[config.mk]
export PLATFORM = sky130hd
export DESIGN_NAME = fasta_record_length_stats_core
export DESIGN_NICKNAME = d
export VERILOG_FILES = /design/src/hdl/frls_pkg.sv /design/src/hdl/fasta_record_length_stats_core.sv
export SDC_FILE = /design/constraint.sdc
export NUM_CORES = 1
export LEC_CHECK = 0
export BUFFER_PORTS_ARGS = -buffer_cell sky130_fd_sc_hd__buf_2
export CORE_MARGIN = 8
export CORE_UTILIZATION = 61
export CTS_CLUSTER_SIZE = 40
export DETAILED_ROUTE_END_ITERATION = 8
export GPL_TIMING_DRIVEN = 0
export PLACE_DENSITY = 0.81
export SYNTH_ARGS = -nofsm -noshare
export SYNTH_HDL_FRONTEND = slang
export SYNTH_SLANG_ARGS = --single-unit
[constraint.sdc]
create_clock -name clk -period 11.31 [get_ports clk]
set_clock_uncertainty 0.2 [all_clocks]
set_input_delay 1.6965 -clock clk [delete_from_list [all_inputs] [get_ports clk]]
set_output_delay 1.6965 -clock clk [all_outputs]
set_load 0.05 [all_outputs]
[src/hdl/frls_pkg.sv]
// FASTA record length statistics: shared types, constants and helpers.
// Used by fasta_record_length_stats_core. No dependencies.
package frls_pkg;

	localparam int unsigned COUNT_WIDTH = 32;
	localparam int unsigned OUT_WIDTH   = 32;

	localparam logic [7:0] HEADER_MARK  = 8'd62;
	localparam logic [7:0] NEWLINE_BYTE = 8'd10;

	typedef logic [COUNT_WIDTH-1:0] cnt_t;
	typedef logic [OUT_WIDTH-1:0]   out_t;

	localparam cnt_t COUNT_MAX = '1;

	typedef struct packed {
		cnt_t long_len;
		cnt_t long_ord;
		cnt_t short_len;
		cnt_t short_ord;
	} best_t;

	function automatic cnt_t sat_inc(input cnt_t v);
		return (v == COUNT_MAX) ? v : v + cnt_t'(1);
	endfunction

	// Fold a finished record into the bests; hc is the header count so far.
	function automatic best_t close_rec(input best_t b, input cnt_t cur, input cnt_t hc);
		best_t r;
		cnt_t  ord;
		logic  first;
		r     = b;
		ord   = hc - cnt_t'(1);
		first = (ord == '0);
		if (first || cur > b.long_len) begin
			r.long_len = cur;
			r.long_ord = ord;
		end
		if (first || cur < b.short_len) begin
			r.short_len = cur;
			r.short_ord = ord;
		end
		return r;
	endfunction

	function automatic out_t to_out(input cnt_t v);
		logic [63:0] w;
		w = 64'(v);
		return w[OUT_WIDTH-1:0];
	endfunction

endpackage

[src/hdl/fasta_record_length_stats_core.sv]
// Latency: the end-of-file request passes the input register and then the result register before result valid.
// Throughput: one byte per cycle when not stalled; an input register and a result register bracket
// a single pass of compares and saturating counter updates.
// The input register stalls only while a result waits and the downstream is not ready.
// Reset (arst_n low, asynchronous) clears all counters and bests; each result also
// returns the block to its reset state so the next byte starts a new file.
module fasta_record_length_stats_core
	import frls_pkg::*;
(
	input  logic         clk,
	input  logic         arst_n,
	input  logic         s_axis_tvalid,
	output logic         s_axis_tready,
	input  logic [7:0]   s_axis_tdata,   // [7:0] data_byte
	input  logic         s_axis_tlast,   // end_of_file
	output logic         m_axis_tvalid,
	input  logic         m_axis_tready,
	// [31:0] record_count, [63:32] longest_length, [95:64] longest_ordinal,
	// [127:96] shortest_length, [159:128] shortest_ordinal, [191:160] total_length
	output logic [191:0] m_axis_tdata,
	output logic         m_axis_tuser    // has_records
);

	logic       valid_s1;
	logic [7:0] byte_s1;
	logic       eof_s1;

	logic  line_start_q, in_header_q, header_seen_q;
	cnt_t  cur_len_q, hdr_cnt_q, total_q;
	best_t best_q;

	logic  line_start_n, in_header_n, header_seen_n;
	cnt_t  cur_len_n, hdr_cnt_n, total_n;
	best_t best_n, best_fin;

	logic  proc;
	logic  out_valid_q;
	logic [191:0] out_data_q;
	logic  out_user_q;

	localparam best_t BEST_RST = '{long_len: '0, long_ord: '0,
		short_len: COUNT_MAX, short_ord: '0};

	assign proc          = valid_s1 && (!out_valid_q || m_axis_tready);
	assign s_axis_tready = !valid_s1 || proc;

	always_ff @(posedge clk or negedge arst_n) begin
		if (!arst_n) begin
			valid_s1 <= 1'b0;
		end else if (s_axis_tready) begin
			valid_s1 <= s_axis_tvalid;
		end
	end

	always_ff @(posedge clk) begin
		if (s_axis_tready && s_axis_tvalid) begin
			byte_s1 <= s_axis_tdata;
			eof_s1  <= s_axis_tlast;
		end
	end

	always_comb begin
		line_start_n  = line_start_q;
		in_header_n   = in_header_q;
		header_seen_n = header_seen_q;
		cur_len_n     = cur_len_q;
		hdr_cnt_n     = hdr_cnt_q;
		total_n       = total_q;
		best_n        = best_q;
		if (line_start_q && byte_s1 == HEADER_MARK) begin
			if (header_seen_q) begin
				best_n = close_rec(best_q, cur_len_q, hdr_cnt_q);
			end
			hdr_cnt_n     = sat_inc(hdr_cnt_q);
			header_seen_n = 1'b1;
			cur_len_n     = '0;
			in_header_n   = 1'b1;
			line_start_n  = 1'b0;
		end else if (byte_s1 == NEWLINE_BYTE) begin
			in_header_n  = 1'b0;
			line_start_n = 1'b1;
		end else begin
			line_start_n = 1'b0;
			if (!in_header_q) begin
				total_n = sat_inc(total_q);
				if (header_seen_q) begin
					cur_len_n = sat_inc(cur_len_q);
				end
			end
		end
		// end of file closes the open record as well
		best_fin = header_seen_n ? close_rec(best_n, cur_len_n, hdr_cnt_n) : best_n;
	end

	always_ff @(posedge clk or negedge arst_n) begin
		if (!arst_n) begin
			line_start_q  <= 1'b1;
			in_header_q   <= 1'b0;
			header_seen_q <= 1'b0;
			cur_len_q     <= '0;
			hdr_cnt_q     <= '0;
			total_q       <= '0;
			best_q        <= BEST_RST;
		end else if (proc) begin
			if (eof_s1) begin
				line_start_q  <= 1'b1;
				in_header_q   <= 1'b0;
				header_seen_q <= 1'b0;
				cur_len_q     <= '0;
				hdr_cnt_q     <= '0;
				total_q       <= '0;
				best_q        <= BEST_RST;
			end else begin
				line_start_q  <= line_start_n;
				in_header_q   <= in_header_n;
				header_seen_q <= header_seen_n;
				cur_len_q     <= cur_len_n;
				hdr_cnt_q     <= hdr_cnt_n;
				total_q       <= total_n;
				best_q        <= best_n;
			end
		end
	end

	always_ff @(posedge clk or negedge arst_n) begin
		if (!arst_n) begin
			out_valid_q <= 1'b0;
		end else if (proc && eof_s1) begin
			out_valid_q <= 1'b1;
		end else if (m_axis_tready) begin
			out_valid_q <= 1'b0;
		end
	end

	always_ff @(posedge clk) begin
		if (proc && eof_s1) begin
			out_user_q <= header_seen_n;
			out_data_q <= {to_out(total_n),
				header_seen_n ? to_out(best_fin.short_ord) : '0,
				header_seen_n ? to_out(best_fin.short_len) : '0,
				header_seen_n ? to_out(best_fin.long_ord)  : '0,
				header_seen_n ? to_out(best_fin.long_len)  : '0,
				to_out(hdr_cnt_n)};
		end
	end

	assign m_axis_tvalid = out_valid_q;
	assign m_axis_tdata  = out_data_q;
	assign m_axis_tuser  = out_user_q;

	a_eof_result: assert property (@(posedge clk) disable iff (!arst_n)
		proc && eof_s1 |=> m_axis_tvalid)
		else $error("end of file did not produce a result");

	a_hdr_count: assert property (@(posedge clk) disable iff (!arst_n)
		!header_seen_q |-> hdr_cnt_q == '0)
		else $error("header count nonzero with no header seen");

	a_ordinal: assert property (@(posedge clk) disable iff (!arst_n)
		header_seen_q |-> best_q.long_ord < hdr_cnt_q && best_q.short_ord < hdr_cnt_q)
		else $error("best ordinal beyond header count");

	a_line_state: assert property (@(posedge clk) disable iff (!arst_n)
		in_header_q |-> !line_start_q)
		else $error("header line flagged at line start");

	a_no_drop: assert property (@(posedge clk) disable iff (!arst_n)
		valid_s1 && out_valid_q && !m_axis_tready |=> valid_s1 && $stable(eof_s1))
		else $error("stalled request lost");

endmodule
Word-level counts from Yosys, hierarchy flattened
Index checks and enable logic that the tools add are counted.
Widths: inputs -> output; s select.
{"block": "op_classes", "n_mux": 31, "n_eq_ne": 5, "n_lt_le_gt_ge": 4, "reduce_logical": 17, "n_addsub": 5}
{"op": "$mux 32", "n": 14}
{"op": "$mux 128", "n": 3}
{"op": "$mux 64", "n": 4}
{"op": "$add 32x1->32 const B", "n": 3}
{"op": "$eq 32x32->1 const B", "n": 3}
{"op": "$gt 32x32->1", "n": 2}
{"op": "$logic_not 32->1", "n": 2}
{"op": "$lt 32x32->1", "n": 2}
{"op": "$sub 32x1->32 const B", "n": 2}
{"op": "$mux 1", "n": 10}
{"op": "$eq 8x4->1 const B", "n": 1}
{"op": "$eq 8x6->1 const B", "n": 1}
{"op": "$logic_or 1x1->1", "n": 6}
{"op": "$logic_and 1x1->1", "n": 4}
{"op": "$reduce_bool 3->1", "n": 1}
{"op": "$logic_not 1->1", "n": 2}
{"op": "$reduce_and 2->1", "n": 1}
{"op": "$reduce_bool 2->1", "n": 1}
{"block": "totals", "out_inout_bits": 195, "ff_bits": 431, "elab_cells": 79, "input_bits": 13}

Depth between registers and ports, before layout
{"block": "depth", "ltp_word": 9, "mapped_depth": 31, "mapped_depth_nobuf": 26}

Worst setup path after synthesis
No wires, ideal clock.
{"block": "synth_path", "path_kind": "in2reg", "from": "input port m_axis_tready", "to": "register out_data_q[0], in the netlist m_axis_tdata[0], enable pin", "setup_ns": 0.752, "arrival_time_ns": 10.326, "path_buffers": 2, "t_required_ns": 10.358, "path_slack_ns": 0.032, "stages": 5, "path_cell_list": "nand2b_1 > nand2_1 > clkbuf_1 > clkbuf_1 > nor2_1"}
{"block": "synth_between", "elab_chain_cells": 3}
{"element": "from (decl)", "line_no": "fasta_record_length_stats_core.sv:17", "source": "input logic m_axis_tready,"}
{"element": "$logic_or 1x1->1", "line_no": "fasta_record_length_stats_core.sv:44", "source": "assign proc = valid_s1 && (!out_valid_q || m_axis_tready);"}
{"element": "$logic_and 1x1->1", "line_no": "fasta_record_length_stats_core.sv:44"}
{"element": "$logic_and 1x1->1", "line_no": "fasta_record_length_stats_core.sv:136", "source": "if (proc && eof_s1) begin"}
{"element": "to (signal assigned)", "line_no": "fasta_record_length_stats_core.sv:138", "source": "out_data_q <= {to_out(total_n),"}
{"element": "to (decl)", "line_no": "fasta_record_length_stats_core.sv:38", "source": "logic [191:0] out_data_q;"}
Every way passes these cells.
A chain may end at the register's enable or synchronous reset.

Worst setup path in the final report
{"block": "layout_path", "from": "register hdr_cnt_q[2]", "to": "register out_data_q[95], in the netlist m_axis_tdata[95], data pin"}
{"block": "layout_between", "elab_chain_cells": 9, "word_cells_on_any_way": 15, "cone_classes": "add/sub (3); order compare (1); eq/ne (1); mux (6); reduce/logical (4)"}
{"element": "from (decl)", "line_no": "fasta_record_length_stats_core.sv:29", "source": "cnt_t cur_len_q, hdr_cnt_q, total_q;"}
{"element": "from (signal assigned)", "line_no": "fasta_record_length_stats_core.sv:118", "source": "hdr_cnt_q <= hdr_cnt_n;"}
{"element": "$sub 32x1->32", "line_no": "frls_pkg.sv:33", "source": "ord = hc - cnt_t'(1);"}
{"element": "$logic_not 32->1", "line_no": "frls_pkg.sv:34", "source": "first = (ord == '0);"}
{"element": "$logic_or 1x1->1", "line_no": "frls_pkg.sv:35", "source": "if (first || cur > b.long_len) begin"}
{"element": "$mux 64", "line_no": "frls_pkg.sv:35"}
{"element": "$mux 128", "line_no": "fasta_record_length_stats_core.sv:71", "source": "if (header_seen_q) begin"}
{"element": "$mux 128", "line_no": "fasta_record_length_stats_core.sv:70", "source": "if (line_start_q && byte_s1 == HEADER_MARK) begin"}
{"element": "$gt 32x32->1", "line_no": "frls_pkg.sv:35"}
{"element": "$logic_or 1x1->1", "line_no": "frls_pkg.sv:35"}
{"element": "$mux 64 *", "line_no": "frls_pkg.sv:35"}
Every way passes the cells marked *; elsewhere a longest branch is shown, timed or not.

==> out/qor.yml <==
synth:
  synth_warnings: 0
  synth_top_cell_by_area: "edfxtp_1"
  synth.area.top_cells: "edfxtp_1 (24%), dfrtp_1 (19%), ha_1 (6.5%), mux2i_1 (5.1%), dfstp_2 (3.4%)"
  async_flop_share_pct: 53.1
  synth.top_cell.area_share_pct: 24.0
  syn-cell-area_mm2: 0.0252
  seq_area_frac_synth_pct: 46.9
  syn_inst: 2485
  synth_edf_count: 202
  synth.avg_cell_area_um2: 10.2
  yosysUniqueCellTypes: 71
  synth_seq_cells: 431
  syn_nets: 2630
  synth_ff_type: "edfxtp_1"
floorplan:
  dieWidth_um: 219
  rows: 74
  ios: 208
  initial_core_util_pct: 61.8
  die_y_um: 219
  dieArea_mm2: 0.0481
  core_area_mm2: 0.0408
hold_path:
  hp-class: "flop to flop"
  whs_path_depth: 2
critical_path:
  timing.rr.start: "hdr_cnt_q[2]"
  endpoint_kind: "flop"
  crit_type: "flop to flop"
  worstRegToRegCells: 27
  path_max_fanout: 10
  r2r_slack_ns: 1.25
  critPathLaunch: "hdr_cnt_q[2]"
  cp-start-kind: "flop"
  endpoint: "m_axis_tdata[95]"
  r2r_end: "m_axis_tdata[95]"
  critPathRequiredTime_ns: 11.40
  crit_arrival_ns: 10.15
sta:
  setup-tns-final_ns: 0
  slew_viol_final: 0
  final-setup-viol-count: 0
  whs_ns: 0.282
  post-route-period-util_pct: 89.0
  fmax_mhz: 99.4
  fin_crit_ns: 10.06
  final_hold_viol_count: 0
  tightest_slew_ns: 1.16
  maxSlewHeadroom_pct: 23.0
  grt_setup_unrepaired: "no"
cts:
  clockRootBuffer: "clkbuf_16"
  cts_tree: "done"
  cts_htree_levels: 2
  numCtsBuffers: 48
  cts_setup_buffers: 0
  cts_buffer_depth: 3
  hold_buffers: 0
  cts_resized: 0
  cts_num_sinks: 431
  clk_pin_slew_worst_paths_ns: 0.06
  clk_latency_ns: 0.60
global_route:
  grt_usage_pct: 33.7
  antenna_found_initial: 2
  grt_pass1_wl_um: 125000
  grt_pass1_vias: 21500
  grt_max_degree: 117
  grt_remaining_overflow: 0
placement:
  place_hpwl_um: 61000
  place_area_mm2: 0.0271
  port_buffers: 207
  place.gp.congestion: 0.979
detailed_routing:
  ant_nets: 0
  drc: 0
  initialDrtViolationCount: 2479
  wl_um: 82500
  num_vias: 21700
  dr.pass1.iters: 6
  avgRoutedWirePerCell_um: 24.8
  vias_per_cell: 6.53
power_and_ir_drop:
  power_density_mw_per_mm2: 127
  power_mw: 3.65
  leakage_nw: 13.6
  ir_worst_vdd_mv: 0.113
layout:
  design_area_mm2: 0.0287
  layout_commonest_cell: "nor2_1"
  final_util_pct: 70.3
  drive_gt1_share_pct: 16.8
  syn_to_final_growth_pct: 13.9
  layout_common_cells: "nor2_1 (229), buf_2 (227), edfxtp_1 (202)"
  final_nets: 2894
run_status:
  status: "finished clean"
run:
  drv_cap: 0
[area by class of cell]
type | instances | area, um^2
Antenna cell | 1 | 2.50
Sequential cell | 431 | 11800
Timing Repair Buffer | 214 | 1200
Inverter | 127 | 477
Clock buffer | 63 | 1330
Tap cell | 532 | 666
Clock inverter | 27 | 290
Fill cell | 3047 | 12100
Buffer | 165 | 683
Multi-Input combinational cell | 1762 | 12200
[layer usage]
layer	part of all wire [%]	track usage [%]
met4	5.3	17.7
met2	47	54.6
met3	8.5	6.02
met1	39	42.9
met5	0.016	0
[metrics by stage]
step / worst slack, ns / std cells
4_1_cts: 1.57 / 3321
6_report: 1.25 / 3322
5_1_grt: 1.09 / 3321
3_5_place_dp: 1.62 / 3231
3_3_place_gp: -3.14 / 3224
2_1_floorplan: 0.0319 / 2485
[registers in the layout (all words and copies together), names as in the netlist, 8 cells and up]
name          cells
m_axis_tdata    192
best_q          128
byte_s1           8
hdr_cnt_q        32
cur_len_q        32
total_q          32
[report_power, final]
group | total, mW | switching (mW) | internal (mW)
registers | 1.71 | 0.0194 | 1.69
clock network | 1.62 | 0.672 | 0.948
logic | 0.319 | 0.265 | 0.0543
[worst min path at each step]
stage / start / endpoint / slack (ns)
finish: best_q[32] / best_q[32] / 0.28
global route: best_q[32] / best_q[32] / 0.29
CTS: best_q[32] / best_q[32] / 0.28
detailed placement: best_q[32] / best_q[32] / 0.26
global placement: best_q[32] / best_q[32] / 0.26
floorplan: best_q[32] / best_q[32] / 0.25
[worst max-delay path, cell delays in order, from the launching register on]
cell and delay, ns:
dfrtp_1 0.46, buf_1 0.29, nor3_1 0.48, nand4_1 0.58, or2_2 0.54, nor4_1 0.31, xor2_1 0.62, nor4_1 0.12
and4_1 0.30, o211ai_1 0.43, buf_2 0.43, buf_1 0.89, a21oi_1 0.29, ha_1 0.36, a21o_1 0.16, a21o_1 0.17
a21oi_1 0.18, nor2b_1 0.07, o21ai_0 0.24, o211ai_1 0.14, a21o_1 0.19, a21oi_1 0.44, o21ai_0 0.17, a31oi_1 0.29
o21bai_4 0.20, buf_2 0.29, buf_4 0.25, o31ai_1 0.64
[synthesized netlist by cell type (all sizes together), types with 57 or more instances]
cell type  number
xnor2          74
inv           126
nor2          230
nand3          62
a21oi         106
clkbuf        117
ha            132
nand4          60
o21ai         100
dfrtp         196
nand2         168
mux2           66
xor2           65
a22o           94
edfxtp        202
a21o           57
mux2i         129
nor3           87
[logic make-up after synthesis]
logic type      Yosys count  share of synthesized area (%)
simple gates            769                           14.9
compound gates          527                           14.1
flops                   431                           46.9
buf+inv                 292                           4.60
mux                     195                           8.06
xor+xnor                139                           4.86
fa+ha+maj               132                           6.55
No activity file was read; power rests on OpenSTA's default activity.
